File: src/rtl/core/i2a_pkg.sv
// shared constants, types and character helpers of the integer to ascii formatter
`default_nettype none

package i2a_pkg;

    localparam int DATA_W         = 32;
    localparam int KIND_W         = 3;
    localparam int WIDTH_W        = 6;
    localparam int ROOM_W         = 8;
    localparam int CHAR_W         = 7;
    localparam int IN_TDATA_W     = 48;
    localparam int OUT_TDATA_W    = 8;
    localparam int POS_W          = 5;
    localparam int DEC_DIGITS     = 10;
    localparam int VALUE_BITS_DEF = 32;

    localparam logic [WIDTH_W-1:0] MAX_OUT   = 6'd32;
    localparam logic [WIDTH_W-1:0] WIDTH_CAP = 6'd32;

    localparam logic [KIND_W-1:0] KIND_BOOL = 3'd0;
    localparam logic [KIND_W-1:0] KIND_SDEC = 3'd1;
    localparam logic [KIND_W-1:0] KIND_UDEC = 3'd2;
    localparam logic [KIND_W-1:0] KIND_HEX  = 3'd3;
    localparam logic [KIND_W-1:0] KIND_BIN  = 3'd4;

    localparam logic [CHAR_W-1:0] CH_ZERO  = 7'h30;
    localparam logic [CHAR_W-1:0] CH_ONE   = 7'h31;
    localparam logic [CHAR_W-1:0] CH_UPPER_A = 7'h41;
    localparam logic [CHAR_W-1:0] CH_MINUS = 7'h2D;

    // controller to datapath
    typedef struct packed {
        logic load;
        logic dd_step;
        logic advance;
        logic emit;
    } cmd_t;

    // datapath to controller
    typedef struct packed {
        logic void_req;
        logic is_dec;
        logic dd_last;
        logic skip;
        logic last_char;
    } status_t;

    function automatic logic [CHAR_W-1:0] hex_char(input logic [3:0] d);
        logic [CHAR_W-1:0] c;
        if (d < 4'd10)
        begin
            c = CH_ZERO + CHAR_W'(d);
        end
        else
        begin
            c = CH_UPPER_A + CHAR_W'(d - 4'd10);
        end
        return c;
    endfunction

    // index counts down to zero on the final letter
    function automatic logic [CHAR_W-1:0] bool_char(input logic is_true,
                                                    input logic [2:0] idx);
        logic [CHAR_W-1:0] c;
        if (is_true)
        begin
            case (idx)
                3'd3:    c = 7'h74;
                3'd2:    c = 7'h72;
                3'd1:    c = 7'h75;
                default: c = 7'h65;
            endcase
        end
        else
        begin
            case (idx)
                3'd4:    c = 7'h66;
                3'd3:    c = 7'h61;
                3'd2:    c = 7'h6C;
                3'd1:    c = 7'h73;
                default: c = 7'h65;
            endcase
        end
        return c;
    endfunction

endpackage

`default_nettype wire

File: src/rtl/core/i2a_datapath.sv
// datapath: request registers, double-dabble converter and character selection
`default_nettype none

module i2a_datapath #(
    parameter int VALUE_BITS = i2a_pkg::VALUE_BITS_DEF
) (
    input  wire logic                               clk,
    input  wire logic                               rst_n,
    input  wire logic [i2a_pkg::IN_TDATA_W-1:0]     s_tdata,
    input  wire logic [i2a_pkg::KIND_W-1:0]         s_tuser,
    input  wire i2a_pkg::cmd_t                      cmd,
    output i2a_pkg::status_t                        status,
    output logic [i2a_pkg::OUT_TDATA_W-1:0]         m_tdata,
    output logic                                    m_tlast
);

    localparam int DW        = i2a_pkg::DATA_W;
    localparam int EFF_BITS  = (VALUE_BITS < DW) ? VALUE_BITS : DW;
    localparam bit SIGN_USED = (VALUE_BITS <= DW);
    localparam int VAL_SHIFT = DW - EFF_BITS;
    localparam int DD_CW     = $clog2(EFF_BITS);
    localparam int ND        = i2a_pkg::DEC_DIGITS;
    localparam int PW        = i2a_pkg::POS_W;
    localparam int WW        = i2a_pkg::WIDTH_W;
    localparam int CW        = i2a_pkg::CHAR_W;
    localparam logic [DW-1:0] VAL_MASK = {DW{1'b1}} >> VAL_SHIFT;

    // request fields
    logic [DW-1:0]                  in_value;
    logic [WW-1:0]                  in_width;
    logic [i2a_pkg::ROOM_W-1:0]     in_room;

    assign in_value = s_tdata[DW-1:0];
    assign in_width = s_tdata[DW+WW-1:DW];
    assign in_room  = s_tdata[DW+WW+i2a_pkg::ROOM_W-1:DW+WW];

    // working registers
    logic [i2a_pkg::KIND_W-1:0]     kind_reg;
    logic [DW-1:0]                  val_reg;
    logic [3:0]                     bcd_reg [ND];
    logic [PW-1:0]                  pos_reg;
    logic [WW-1:0]                  minlen_reg;
    logic [WW-1:0]                  left_reg;
    logic                           neg_reg;
    logic                           lead_reg;
    logic [DD_CW-1:0]               dd_cnt_reg;
    logic [CW-1:0]                  char_reg;
    logic                           last_reg;

    // load values
    logic [DW-1:0]                  v_masked;
    logic                           sign_bit;
    logic                           neg_load;
    logic [DW-1:0]                  mag;
    logic [WW-1:0]                  w_clamp;
    logic [PW-1:0]                  pos_load;
    logic [WW-1:0]                  minlen_load;
    logic [WW-1:0]                  left_load;
    logic [DW-1:0]                  val_load;
    logic                           load_dec;

    always_comb
    begin
        v_masked = in_value & VAL_MASK;
        sign_bit = SIGN_USED ? v_masked[EFF_BITS-1] : 1'b0;
        neg_load = (s_tuser == i2a_pkg::KIND_SDEC) && sign_bit;
        mag      = neg_load ? ((~v_masked + DW'(1)) & VAL_MASK) : v_masked;
        load_dec = (s_tuser == i2a_pkg::KIND_SDEC) || (s_tuser == i2a_pkg::KIND_UDEC);
        val_load = load_dec ? DW'(mag << VAL_SHIFT) : v_masked;
        w_clamp  = (in_width > i2a_pkg::WIDTH_CAP) ? i2a_pkg::WIDTH_CAP : in_width;
        left_load = (in_room > 8'(i2a_pkg::MAX_OUT)) ? i2a_pkg::MAX_OUT : in_room[WW-1:0];

        pos_load    = PW'(0);
        minlen_load = 6'd32;
        case (s_tuser) inside
            i2a_pkg::KIND_BOOL:
            begin
                pos_load = (v_masked != '0) ? 5'd3 : 5'd4;
            end
            i2a_pkg::KIND_SDEC, i2a_pkg::KIND_UDEC:
            begin
                pos_load    = PW'(ND - 1);
                minlen_load = '0;
            end
            i2a_pkg::KIND_HEX:
            begin
                // nibbles above the eighth are known zero, start there only for padding
                pos_load    = (w_clamp > 6'd8) ? PW'(w_clamp - 6'd1) : 5'd7;
                minlen_load = w_clamp;
            end
            i2a_pkg::KIND_BIN:
            begin
                if (w_clamp != '0)
                begin
                    pos_load    = PW'(w_clamp - 6'd1);
                    minlen_load = 6'd32;
                end
                else
                begin
                    pos_load    = 5'd31;
                    minlen_load = '0;
                end
            end
            default:
            begin
                pos_load = '0;
            end
        endcase
    end

    // double-dabble step
    logic [3:0] adj   [ND];
    logic [3:0] bcd_sh [ND];

    always_comb
    begin
        for (int i = 0; i < ND; i++)
        begin
            adj[i] = (bcd_reg[i] >= 4'd5) ? bcd_reg[i] + 4'd3 : bcd_reg[i];
        end
        bcd_sh[0] = {adj[0][2:0], val_reg[DW-1]};
        for (int i = 1; i < ND; i++)
        begin
            bcd_sh[i] = {adj[i][2:0], adj[i-1][3]};
        end
    end

    // current character
    logic [3:0]     dec_digit;
    logic [3:0]     hex_digit;
    logic           bin_bit;
    logic           digit_zero;
    logic           numeric;
    logic [CW-1:0]  cur_char;

    always_comb
    begin
        dec_digit = (pos_reg < PW'(ND)) ? bcd_reg[pos_reg[3:0]] : 4'd0;
        hex_digit = (pos_reg < 5'd8) ? val_reg[{pos_reg[2:0], 2'b00} +: 4] : 4'd0;
        bin_bit   = val_reg[pos_reg];
        numeric   = 1'b1;
        digit_zero = 1'b0;
        cur_char  = i2a_pkg::CH_ZERO;
        case (kind_reg) inside
            i2a_pkg::KIND_BOOL:
            begin
                numeric  = 1'b0;
                cur_char = i2a_pkg::bool_char(val_reg != '0, pos_reg[2:0]);
            end
            i2a_pkg::KIND_SDEC, i2a_pkg::KIND_UDEC:
            begin
                digit_zero = (dec_digit == 4'd0);
                cur_char   = neg_reg ? i2a_pkg::CH_MINUS
                                     : i2a_pkg::CH_ZERO + CW'(dec_digit);
            end
            i2a_pkg::KIND_HEX:
            begin
                digit_zero = (hex_digit == 4'd0);
                cur_char   = i2a_pkg::hex_char(hex_digit);
            end
            i2a_pkg::KIND_BIN:
            begin
                digit_zero = !bin_bit;
                cur_char   = bin_bit ? i2a_pkg::CH_ONE : i2a_pkg::CH_ZERO;
            end
            default:
            begin
                numeric = 1'b0;
            end
        endcase
    end

    always_comb
    begin
        status.void_req  = (kind_reg > i2a_pkg::KIND_BIN) || (left_reg == '0);
        status.is_dec    = (kind_reg == i2a_pkg::KIND_SDEC) || (kind_reg == i2a_pkg::KIND_UDEC);
        status.dd_last   = (dd_cnt_reg == '0);
        // leading zero above the minimum digit count is dropped without output,
        // only until the first digit has gone out
        status.skip      = numeric && !neg_reg && lead_reg && (pos_reg != '0)
                           && ({1'b0, pos_reg} >= minlen_reg) && digit_zero;
        status.last_char = (left_reg == 6'd1) || (!neg_reg && pos_reg == '0);
    end

    always_ff @(posedge clk)
    begin
        if (cmd.load)
        begin
            kind_reg   <= s_tuser;
            val_reg    <= val_load;
            pos_reg    <= pos_load;
            minlen_reg <= minlen_load;
            left_reg   <= left_load;
            neg_reg    <= neg_load;
            lead_reg   <= 1'b1;
            dd_cnt_reg <= DD_CW'(EFF_BITS - 1);
            for (int i = 0; i < ND; i++)
            begin
                bcd_reg[i] <= 4'd0;
            end
        end
        if (cmd.dd_step)
        begin
            val_reg    <= {val_reg[DW-2:0], 1'b0};
            dd_cnt_reg <= dd_cnt_reg - DD_CW'(1);
            for (int i = 0; i < ND; i++)
            begin
                bcd_reg[i] <= bcd_sh[i];
            end
        end
        if (cmd.advance)
        begin
            pos_reg <= pos_reg - PW'(1);
        end
        if (cmd.emit)
        begin
            char_reg <= cur_char;
            last_reg <= status.last_char;
            left_reg <= left_reg - WW'(1);
            if (neg_reg)
            begin
                neg_reg <= 1'b0;
            end
            else
            begin
                pos_reg  <= pos_reg - PW'(1);
                lead_reg <= 1'b0;
            end
        end
    end

    assign m_tdata = {1'b0, char_reg};
    assign m_tlast = last_reg;

    a_emit_has_room: assert property (@(posedge clk) disable iff (!rst_n)
        cmd.emit |-> left_reg != '0)
        else $error("character emitted beyond the room");

    a_dd_only_dec: assert property (@(posedge clk) disable iff (!rst_n)
        cmd.dd_step |-> status.is_dec)
        else $error("conversion step on a non-decimal request");

    a_dec_pos_range: assert property (@(posedge clk) disable iff (!rst_n)
        (cmd.emit && status.is_dec && !neg_reg) |-> pos_reg < PW'(ND))
        else $error("decimal digit index out of range");

endmodule

`default_nettype wire

File: src/rtl/core/i2a_ctrl.sv
// controller: request handshake, sequencing of conversion and output register valid
`default_nettype none

module i2a_ctrl (
    input  wire logic               clk,
    input  wire logic               rst_n,
    input  wire logic               s_tvalid,
    output logic                    s_tready,
    output logic                    m_tvalid,
    input  wire logic               m_tready,
    input  wire i2a_pkg::status_t   status,
    output i2a_pkg::cmd_t           cmd
);

    typedef enum logic [1:0] {
        ST_IDLE,
        ST_START,
        ST_CONVERT,
        ST_EMIT
    } state_t;

    state_t state_reg;
    state_t state_next;
    logic   out_valid_reg;
    logic   out_valid_next;
    logic   slot_free;

    always_comb
    begin
        cmd            = '0;
        state_next     = state_reg;
        slot_free      = !out_valid_reg || m_tready;
        out_valid_next = out_valid_reg && !m_tready;
        unique case (state_reg)
            ST_IDLE:
            begin
                if (s_tvalid)
                begin
                    cmd.load   = 1'b1;
                    state_next = ST_START;
                end
            end
            ST_START:
            begin
                if (status.void_req)
                begin
                    state_next = ST_IDLE;
                end
                else if (status.is_dec)
                begin
                    state_next = ST_CONVERT;
                end
                else
                begin
                    state_next = ST_EMIT;
                end
            end
            ST_CONVERT:
            begin
                cmd.dd_step = 1'b1;
                if (status.dd_last)
                begin
                    state_next = ST_EMIT;
                end
            end
            ST_EMIT:
            begin
                if (status.skip)
                begin
                    cmd.advance = 1'b1;
                end
                else if (slot_free)
                begin
                    cmd.emit       = 1'b1;
                    out_valid_next = 1'b1;
                    if (status.last_char)
                    begin
                        state_next = ST_IDLE;
                    end
                end
            end
            default:
            begin
                state_next = ST_IDLE;
            end
        endcase
    end

    always_ff @(posedge clk or negedge rst_n)
    begin
        if (!rst_n)
        begin
            state_reg     <= ST_IDLE;
            out_valid_reg <= 1'b0;
        end
        else
        begin
            state_reg     <= state_next;
            out_valid_reg <= out_valid_next;
        end
    end

    assign s_tready = (state_reg == ST_IDLE);
    assign m_tvalid = out_valid_reg;

    a_cmd_exclusive: assert property (@(posedge clk) disable iff (!rst_n)
        $onehot0({cmd.load, cmd.dd_step, cmd.advance, cmd.emit}))
        else $error("more than one datapath command");

    a_emit_slot_free: assert property (@(posedge clk) disable iff (!rst_n)
        cmd.emit |-> (!out_valid_reg || m_tready))
        else $error("output register overwritten while held");

    a_last_returns_idle: assert property (@(posedge clk) disable iff (!rst_n)
        (cmd.emit && status.last_char) |=> s_tready)
        else $error("final character not followed by idle");

endmodule

`default_nettype wire

File: src/rtl/core/integer_to_ascii_formatter_top.sv
// top level of the integer to ascii formatter: controller and datapath
`default_nettype none

// usage
// - request channel s_*: tuser carries the kind (bool, signed decimal, unsigned
//   decimal, hex, binary); tdata carries value, width and room
// - character channel m_*: one ascii character per transfer, most significant
//   first, tlast on the final character of the request
// - a request with zero room or an unknown kind produces no characters
// - at most 32 characters per request, fewer if room is smaller
// - a request is accepted, then decoded, then for decimal the value bits enter
//   the double-dabble converter one at a time (32 at the default width)
// - leading zeros are dropped without output (up to 9 for decimal, 7 for hex,
//   31 for minimal binary), then one character per cycle while the receiver
//   takes them
// - one request is worked on at a time; the next is taken in the cycle after
//   the final character has entered the output register
// - a stalled receiver holds the output register and the sequence pauses
// - reset clears the controller and the output valid; no clearing pass
// - the ready of the request channel is high only while idle

module integer_to_ascii_formatter_top #(
    parameter int VALUE_BITS = i2a_pkg::VALUE_BITS_DEF
) (
    input  wire logic                           clk,
    input  wire logic                           rst_n,
    input  wire logic                           s_tvalid,
    output logic                                s_tready,
    // value[31:0], width[37:32], room[45:38], zero fill[47:46]
    input  wire logic [i2a_pkg::IN_TDATA_W-1:0] s_tdata,
    // req_type[2:0]
    input  wire logic [i2a_pkg::KIND_W-1:0]     s_tuser,
    output logic                                m_tvalid,
    input  wire logic                           m_tready,
    // ascii_char[6:0], zero fill[7]
    output logic [i2a_pkg::OUT_TDATA_W-1:0]     m_tdata,
    output logic                                m_tlast
);

    // command and status between the two halves
    i2a_pkg::cmd_t      cmd;
    i2a_pkg::status_t   status;

    // sequencing and handshakes
    i2a_ctrl u_ctrl (
        .clk      (clk),
        .rst_n    (rst_n),
        .s_tvalid (s_tvalid),
        .s_tready (s_tready),
        .m_tvalid (m_tvalid),
        .m_tready (m_tready),
        .status   (status),
        .cmd      (cmd)
    );

    // conversion and character output register
    i2a_datapath #(
        .VALUE_BITS (VALUE_BITS)
    ) u_datapath (
        .clk     (clk),
        .rst_n   (rst_n),
        .s_tdata (s_tdata),
        .s_tuser (s_tuser),
        .cmd     (cmd),
        .status  (status),
        .m_tdata (m_tdata),
        .m_tlast (m_tlast)
    );

endmodule

`default_nettype wire
File: config.mk
export PLATFORM = sky130hd
export DESIGN_NAME = integer_to_ascii_formatter_top
export DESIGN_NICKNAME = d
export VERILOG_FILES = /design/src/rtl/core/i2a_pkg.sv /design/src/rtl/core/i2a_datapath.sv /design/src/rtl/core/i2a_ctrl.sv /design/src/rtl/core/integer_to_ascii_formatter_top.sv
export SDC_FILE = /design/constraint.sdc
export NUM_CORES = 1
export LEC_CHECK = 0
export BUFFER_PORTS_ARGS = -buffer_cell sky130_fd_sc_hd__buf_2
export CAP_MARGIN = 40
export CORE_ASPECT_RATIO = 0.7
export CORE_MARGIN = 2
export CORE_UTILIZATION = 35
export DETAILED_ROUTE_END_ITERATION = 16
export HOLD_SLACK_MARGIN = 0.05
export PLACE_DENSITY = 0.53
export RECOVER_POWER = 25
export REMOVE_ABC_BUFFERS = 1
export SLEW_MARGIN = 20
export SYNTH_ARGS = -nofsm -noshare
export SYNTH_HDL_FRONTEND = slang
export SYNTH_SLANG_ARGS = --single-unit
File: constraint.sdc
create_clock -name clk -period 4.4 [get_ports clk]
set_input_delay 0.88 -clock clk [delete_from_list [all_inputs] [get_ports clk]]
set_output_delay 0.88 -clock clk [all_outputs]
set_load 0.01 [all_outputs]
==> run metrics, run 1 <==
Synth top area share=37.67%; Final Skew=0.01388 ns; Starting Density=36.03%; Netlist cell types=67; drt first-iter violations=442; Tcrit/Tclk final=83.98%; RePlAce Congestion=0.8239; Post-synth top cells=nand2_1 (104), edfxtp_1 (99), nor2_1 (98); total gr overflow=0; ANT nets after route=0; iteration count of the initial detailed-routing pass=7; number of flip-flops in the largest register=40; largest net degree at the start of global routing=53; area grow syn2layout=11.65%; worst path required time=4.50 ns; setup bufs post-CTS=0; CP endpoint kind=flip-flop; DIE WIDTH=183.5 um; port buffer count=62; Ys Warns=0; Mean Syn Cell Area=9.197 um^2; Total Nets Final=1004; Via Count=6379; clk buf depth=2; Post-Route Setup TNS=0 ns; max_cap viols=2; # rows=45; die area=23780 um^2; CTS sink cnt=110; ranking of synthesized cells by area=edfxtp_1 (38%), ha_1 (6.7%), nand2_1 (4.9%); core footprint=21900 um^2; gr usage total=16.89%; DRC errors left=0; Main synth FF type=edfxtp_1; asr flop ratio synth=2.727%; Worst Hold Class=primary input to async pin; Fill cells=2186; Die Span Y=129.6 um; initial antenna violation count=0; final hold viol count=0; via/cell ratio=5.343; failing checks=max-capacitance violations, max-slew violations; PD cells=760.2 nW/um^2; Max Freq=270.6 MHz; clk slew on worst S/H paths=0.07 ns; Worst-Skew Late Latency=0.36 ns; post-synthesis sequential area ratio=40.65%; Critical Path Start Type=flip-flop; wire per inst=16.41 um; RSZ-0062 raised after global routing=no; Seq cells post-synth=110; run status=complete, but fails checks; Diodes inserted=0; EDFF count, synth=99; CTS tree=built; post-CTS resize count=0; clock root cell=clkbuf_16; final hold slack=0.3161 ns; drt total wl=19600 um; first-pass GRT wire length=31950 um; H-tree depth=3; vias in the first global route=5882; most frequent cell after synthesis=nand2_1; kind of critical path=flip-flop to flip-flop; share of layout cells above drive strength 1=12.06%; WP data arrival=3.79 ns; DP Wirelength=14510 um; area of the mapped netlist=7891 um^2; Syn Inst Count=858; normalized max-slew margin=-20.54%; placed cell count=1178; Yosys top cell by area=edfxtp_1; Finished Layout Cells=1194; Max Slew Vio Count=75; VDD IR max=0.3492 mV; hold buffers post-CTS=0; I/O Pins=66; Setup violations, final=0; CP Max Fanout=16; Leak Pwr=3.260 nW; minimum clock period=3.695 ns; CTS Buf Count=9; Worst Tran Pin Value=1.808 ns
[cells by family (layout without fill, tap and decap cells)]
kind of cell	Yosys count	in the layout	synth area share, %
simple gates	325	325	19.36
mux	49	49	7.722
xor+xnor	62	62	6.881
fa+ha+maj	42	42	6.659
flops	110	110	40.65
compound gates	191	191	14.67
buf+inv	78	132	4.011
other cells	1	1	0.04752
[power breakdown]
group          leakage [nW]  internal (W)  total [W]  switching [W]
sequential             1.07       0.00192    0.00252       0.000596
combinational          2.05       0.00135    0.00329        0.00194
clock                 0.143      0.000501   0.000887       0.000386
[layout make-up]
type | instances | area [um^2] | area share [%]
multi-input cells | 670 | 4367 | 49.56
clock inverters | 4 | 75.07 | 0.8520
flip-flops and latches | 110 | 3209 | 36.42
well taps | 282 | 352.8 | 4.005
repair buffers | 76 | 420.4 | 4.771
inverters | 40 | 150.1 | 1.704
clock buffers | 12 | 236.5 | 2.684
[worst max-delay path, cell delays in order, from the launching register on]
cell and delay (ns):
dfxtp_1 0.66, buf_4 0.33, nand2b_1 0.28, o22ai_1 0.11, o21ai_0 0.51, ha_1 0.25
inv_1 0.04, ha_1 0.26, nor4_1 0.34, o32ai_1 0.16, a221oi_1 0.50
[stage by stage]
stage / util [%] / area [um^2] / setup slack, ns / power (W)
after floorplan: - / 7725 / -0.005264 / 0.004792
after global placement: 38.75 / 8487 / 0.7681 / 0.005746
after detailed placement: 38.99 / 8539 / 0.7577 / 0.005854
after CTS: 40.41 / 8851 / 0.7748 / 0.006756
after global routing: 40.23 / 8811 / 0.4373 / 0.007275
final: 40.23 / 8811 / 0.7049 / 0.006698
[cells in the final DEF (no fill, tap or decap), drive strengths merged, types with 4 or more instances in the layout]
| cell | instances |
|---|---|
| a31oi | 12 |
| a21oi | 53 |
| clkbuf | 18 |
| edfxtp | 99 |
| and2 | 7 |
| dfxtp | 8 |
| mux2 | 5 |
| a211oi | 8 |
| nand4 | 5 |
| nand3 | 12 |
| o22ai | 6 |
| mux2i | 35 |
| nor2b | 8 |
| nand2 | 104 |
| buf | 70 |
| nor4 | 14 |
| o32ai | 4 |
| inv | 39 |
| xnor2 | 38 |
| o211ai | 6 |
| nor4b | 5 |
| ha | 42 |
| nor2 | 98 |
| nor3 | 28 |
| nand2b | 23 |
| o31ai | 7 |
| mux4 | 9 |
| or2 | 4 |
| o21ai | 69 |
| xor2 | 24 |
[layer usage]
metal,routed length (um),track usage [%],vias to the layer above
met5,0,0,-
met4,203,3.765,0
met3,948,2.642,15
met2,7583,23.37,160
met1,10860,27.07,3004
li1,-,-,3200
[final timing paths]
| path | startpoint | end | slack [ns] | cells after the start |
|---|---|---|---|---|
| worst min-delay path | rst_n | async pin | 0.32 | 1 |
| worst min register to register | u_datapath.val_reg[0]$_SDFFE_PP0P_ | u_datapath.val_reg[0]$_SDFFE_PP0P_ | 0.51 | 2 |
| worst max-delay path | u_datapath.pos_reg[0]$_DFF_P_ | u_datapath.char_reg[3]$_DFFE_PP_ | 0.70 | 10 |
| min in group clk | u_datapath.val_reg[0]$_SDFFE_PP0P_ | u_datapath.val_reg[0]$_SDFFE_PP0P_ | 0.51 | 2 |
| max in group asynchronous | rst_n | u_ctrl.state_reg[0]$_DFFE_PN0P_ | 3.93 | 1 |
| worst max register to register | u_datapath.pos_reg[0]$_DFF_P_ | u_datapath.char_reg[3]$_DFFE_PP_ | 0.70 | 10 |
Note: power is estimated with default switching activity, not from simulation.
==> run 2: changes to the inputs <==
--- a/config.mk
+++ b/config.mk
@@ -12,7 +12,7 @@
 export CORE_UTILIZATION = 35
 export DETAILED_ROUTE_END_ITERATION = 16
 export HOLD_SLACK_MARGIN = 0.05
-export PLACE_DENSITY = 0.53
+export PLACE_DENSITY = 0.55
 export RECOVER_POWER = 25
 export REMOVE_ABC_BUFFERS = 1
 export SLEW_MARGIN = 20
==> constraint.sdc (replaced) <==
create_clock -name clk -period 3.3 [get_ports clk]
set_input_delay 0.66 -clock clk [delete_from_list [all_inputs] [get_ports clk]]
set_output_delay 0.66 -clock clk [all_outputs]
set_load 0.01 [all_outputs]
==> run metrics, run 2 (synthesis gave the netlist of run 1 again) <==
CTS sink cnt=110; most numerous cell on the critical path=buf_4; Switching Share=42.83%; crit-path cells=mux4_2, or2_2, o211ai_1, ha_1, nor4b_1, a221o_1, nand3_1, buf_4, and3_2, buf_4; minimum clock period=3.075 ns; Max Slew Vio Count=78; iteration count of the initial detailed-routing pass=5; ANT nets after route=0; total gr overflow=0; Final Skew=0.01433 ns; run status=complete, but fails checks; r2r endpoint=u_datapath.m_tlast$_DFFE_PP_; Worst Tran Pin Value=1.827 ns; via/cell ratio=5.198; most frequent cells in the layout=nand2_1 (104), edfxtp_1 (99), nor2_1 (97); vias in the first global route=6008; CP Max Fanout=9; clk buf depth=2; Total Nets Final=1046; core footprint=21900 um^2; Via Count=6420; port buffer count=62; final hold viol count=0; wire per inst=15.89 um; Fill cells=2193; reg-to-reg slack, setup=0.22 ns; commonest non-fill, non-tap cell in the layout=nand2_1; setup bufs post-CTS=0; share of layout cells above drive strength 1=15.42%; clock root cell=clkbuf_16; largest net degree at the start of global routing=48; RSZ-0062 raised after global routing=no; CTS Buf Count=9; Sw Pwr=0.003929 W; drt first-iter violations=469; # rows=45; DIE WIDTH=183.5 um; failing checks=max-capacitance violations, max-slew violations; DP Wirelength=15120 um; Die Span Y=129.6 um; Setup violations, final=0; I/O Pins=66; initial antenna violation count=0; drt total wl=19620 um; first-pass GRT wire length=32240 um; Critical Path Start Type=flip-flop; H-tree depth=3; combinational share of power=52.2%; worst path required time=3.42 ns; WP data arrival=3.19 ns; P_int=0.005244 W; final instance area=9099 um^2; Starting Density=36.03%; Area after DPL=8830 um^2; RePlAce Congestion=0.8703; die area=23780 um^2; final hold slack=0.1091 ns; CP max stage cell=mux4_2; FF-to-FF Start=u_datapath.pos_reg[0]$_DFF_P_; clock share of power=12.1%; sequential fraction of design power=35.7%; VDD IR max=0.4730 mV; CP endpoint kind=flip-flop; kind of critical path=flip-flop to flip-flop; CTS tree=built; Worst Hold Class=primary input to async pin; Tcrit/Tclk final=93.19%; clk slew on worst S/H paths=0.07 ns; Max Freq=325.2 MHz; CP bufs+invs=2; Diodes inserted=0; Worst-Skew Late Latency=0.37 ns; R2R depth=10; area grow syn2layout=15.30%; max_cap viols=2; Leak Pwr=3.434 nW; CP top delay family=simple AND/OR/NAND/NOR gates; PD cells=1008 nW/um^2; Max stage delay on crit path=0.53 ns; gr usage total=17.21%; normalized max-slew margin=-21.78%; DRC errors left=0; number of flip-flops in the largest register=40
## run 2: cell types whose count changed in the layout (fill, tap and decap cells not counted), moves of 2 or more
cell and delta:
and2_0 +2, and2_1 -2, buf_2 -10, buf_4 +42, clkbuf_1 +8, clkinv_2 +2
clkinvlp_4 -2
## run 2: area by class of cell
class                   instances  area (um^2)  share of cell area (%)
flip-flops and latches        110         3213                   35.31
multi-input cells             670         4375                   48.09
well taps                     282        352.8                   3.878
clock inverters                 4        48.80                  0.5363
inverters                      40        150.1                   1.650
repair buffers                118        715.7                   7.866
clock buffers                  11        242.7                   2.668
## run 2: what timing repair did
action / CTS / global route
hold endpoints to repair: 0 / 0
resized for setup: 0 / 4
hold buffers: 0 / 0
endpoints found under the setup margin: 0 / 24
## run 2: worst register-to-register path: stages (launching register included)
cell and delay (ns):
dfxtp_2 0.44, mux4_2 0.53, or2_2 0.28, o211ai_1 0.15
ha_1 0.20, nor4b_1 0.24, a221o_1 0.24, nand3_1 0.12
buf_4 0.16, and3_2 0.28, buf_4 0.21
## run 2: power groups by stage
| stage | Combinational, W | Clock (W) | Sequential, W |
|---|---|---|---|
| after floorplan | 0.00315 | 0 | 0.00324 |
| after global placement | 0.00476 | 0 | 0.00327 |
| after detailed placement | 0.00482 | 0 | 0.00328 |
| after CTS | 0.00484 | 0.00114 | 0.00325 |
| after global routing | 0.00542 | 0.00119 | 0.00340 |
| final | 0.00479 | 0.00111 | 0.00327 |
## run 2: worst max-delay path by stage
stage / start / to / slack (ns) / cells after the start
after floorplan: u_datapath.pos_reg[1]$_DFF_P_ / u_datapath.left_reg[0]$_DFFE_PP_ / -1.11 / 10
after global placement: u_datapath.pos_reg[0]$_DFF_P_ / u_datapath.left_reg[4]$_DFFE_PP_ / -0.01 / 11
after detailed placement: s_tdata[3] / u_datapath.pos_reg[0]$_DFF_P_ / -0.02 / 9
after CTS: u_datapath.pos_reg[0]$_DFF_P_ / u_datapath.m_tlast$_DFFE_PP_ / 0.01 / 10
after global routing: u_datapath.pos_reg[0]$_DFF_P_ / u_datapath.pos_reg[3]$_DFF_P_ / 0.04 / 10
final: u_datapath.pos_reg[0]$_DFF_P_ / u_datapath.m_tlast$_DFFE_PP_ / 0.22 / 10
## run 2: layer usage
layer / share of wire, % / global-route usage [%] / up-vias
li1: - / - / 3274
met1: 55 / 27.37 / 2967
met2: 39 / 23.91 / 168
met3: 6.1 / 3.345 / 11
met4: 0.58 / 3.106 / 0
met5: 0 / 0 / -
## run 2: stage by stage
step / power, W / instances / utilization [%] / setup slack, ns / setup TNS [ns]
finish: 0.009173 / 1235 / 41.54 / 0.2246 / 0
global route: 0.01000 / 1235 / 41.54 / 0.03978 / 0
CTS: 0.009230 / 1235 / 41.65 / 0.01493 / 0
detailed placement: 0.008098 / 1220 / 40.31 / -0.02433 / -0.02433
global placement: 0.008034 / 1219 / 40.29 / -0.01179 / -0.08074
floorplan: 0.006390 / 820 / - / -1.105 / -41.14
==> run 3: changes to the inputs <==
--- a/config.mk
+++ b/config.mk
@@ -7,7 +7,7 @@
 export LEC_CHECK = 0
 export BUFFER_PORTS_ARGS = -buffer_cell sky130_fd_sc_hd__buf_2
 export CAP_MARGIN = 40
-export CORE_ASPECT_RATIO = 0.7
+export CORE_ASPECT_RATIO = 0.9
 export CORE_MARGIN = 2
 export CORE_UTILIZATION = 35
 export DETAILED_ROUTE_END_ITERATION = 16
==> run metrics, run 3 (synthesis gave the netlist of run 1 again) <==
Area after DPL=8726 um^2; Worst Hold Class=primary input to async pin; initial antenna violation count=0; CP endpoint kind=flip-flop; Max stage delay on crit path=0.57 ns; Diodes inserted=0; CTS Buf Count=9; Worst Tran Pin Value=1.853 ns; first-pass GRT wire length=30830 um; final instance area=9027 um^2; ANT nets after route=0; # rows=52; gr usage total=16.15%; minimum clock period=3.012 ns; clk buf depth=2; CP bufs+invs=1; most frequent cells in the layout=nand2_1 (103), edfxtp_1 (99), nor2_1 (98); Worst-Skew Late Latency=0.36 ns; WP data arrival=3.26 ns; normalized max-slew margin=-23.51%; crit-path cells=buf_4, mux2i_1, mux4_2, nor3_1, nor4b_1, a221o_1, a41oi_2, mux2_1; worst path required time=3.54 ns; Critical Path Start Type=flip-flop; RSZ-0062 raised after global routing=no; CTS sink cnt=110; Final Skew=0.01552 ns; DP Wirelength=14110 um; share of layout cells above drive strength 1=14.07%; RePlAce Congestion=0.8725; DRC errors left=0; H-tree depth=3; CP top delay family=multiplexers; DIE WIDTH=162.3 um; Starting Density=35.36%; die area=23770 um^2; drt first-iter violations=457; Leak Pwr=3.356 nW; wire per inst=15.37 um; port buffer count=62; CTS tree=built; largest net degree at the start of global routing=77; Finished Layout Cells=1235; I/O Pins=66; failing checks=max-capacitance violations, max-slew violations; CP Max Fanout=14; run status=complete, but fails checks; max_cap viols=1; total gr overflow=0; clk slew on worst S/H paths=0.08 ns; placed cell count=1219; clock root cell=clkbuf_16; PD cells=998.7 nW/um^2; CP max stage cell=dfxtp_2; Max Freq=332.0 MHz; vias in the first global route=5935; commonest non-fill, non-tap cell in the layout=nand2_1; Max Slew Vio Count=41; area grow syn2layout=14.40%; Via Count=6448; drt total wl=18980 um; iteration count of the initial detailed-routing pass=5; Die Span Y=146.5 um; via/cell ratio=5.221; final hold viol count=0; number of flip-flops in the largest register=40; Tcrit/Tclk final=91.28%; Total Nets Final=1030; core footprint=22320 um^2; Setup violations, final=0; kind of critical path=flip-flop to flip-flop; VDD IR max=0.3551 mV
## run 3: final timing paths
check	cells past startpoint	slack [ns]	end	from
max	8	0.29	u_datapath.pos_reg[2]$_DFF_P_	u_datapath.pos_reg[1]$_DFF_P_
min	1	0.09	async pin	rst_n
max reg2reg	8	0.29	u_datapath.pos_reg[2]$_DFF_P_	u_datapath.pos_reg[1]$_DFF_P_
min reg2reg	1	0.50	u_datapath.lead_reg$_DFF_P_	u_datapath.lead_reg$_DFF_P_
max in group asynchronous	1	3.06	u_ctrl.m_tvalid$_DFF_PN0_	rst_n
min in group clk	1	0.50	u_datapath.lead_reg$_DFF_P_	u_datapath.lead_reg$_DFF_P_
## run 3: what timing repair did
action	4_1_cts	5_1_grt
hold buffers	0	0
setup endpoints to repair	0	2
gates resized for setup	0	2
setup buffers	0	0
## run 3: where the power goes
part | total (W) | internal, W | switching, W
Sequential | 0.00330 | 0.00256 | 0.000745
Combinational | 0.00451 | 0.00192 | 0.00259
Clock | 0.00120 | 0.000667 | 0.000536
Total | 0.00902 | 0.00515 | 0.00387
## run 3: routing by layer
layer | vias up | GRT usage (%) | part of all wire, %
li1 | 3257 | - | -
met1 | 3059 | 23.13 | 51
met2 | 108 | 25.13 | 44
met3 | 24 | 2.614 | 3.2
met4 | 0 | 4.779 | 1.9
met5 | - | 0 | 0
## run 3: cell type report
class / instances / area, um^2
Fill cell: 2274 / 13290
Sequential cell: 110 / 3211
Clock inverter: 7 / 98.84
Inverter: 40 / 150.1
Tap cell: 297 / 371.6
Clock buffer: 9 / 225.2
Multi-Input combinational cell: 670 / 4375
Timing Repair Buffer: 102 / 595.6
## run 3: metrics by stage
| stage | power, W | hold slack, ns | util [%] | TNS (ns) | setup slack (ns) |
|---|---|---|---|---|---|
| final | 0.009016 | 0.08912 | 40.45 | 0 | 0.2878 |
| after global routing | 0.009797 | 0.09941 | 40.45 | 0 | 0.02411 |
| after CTS | 0.009103 | 0.06928 | 40.55 | 0 | 0.06692 |
| after detailed placement | 0.007876 | 0.4602 | 39.10 | 0 | 0.06707 |
| after global placement | 0.007821 | 0.4568 | 39.10 | 0 | 0.04334 |
| after floorplan | 0.006390 | 0.3644 | - | -41.14 | -1.105 |
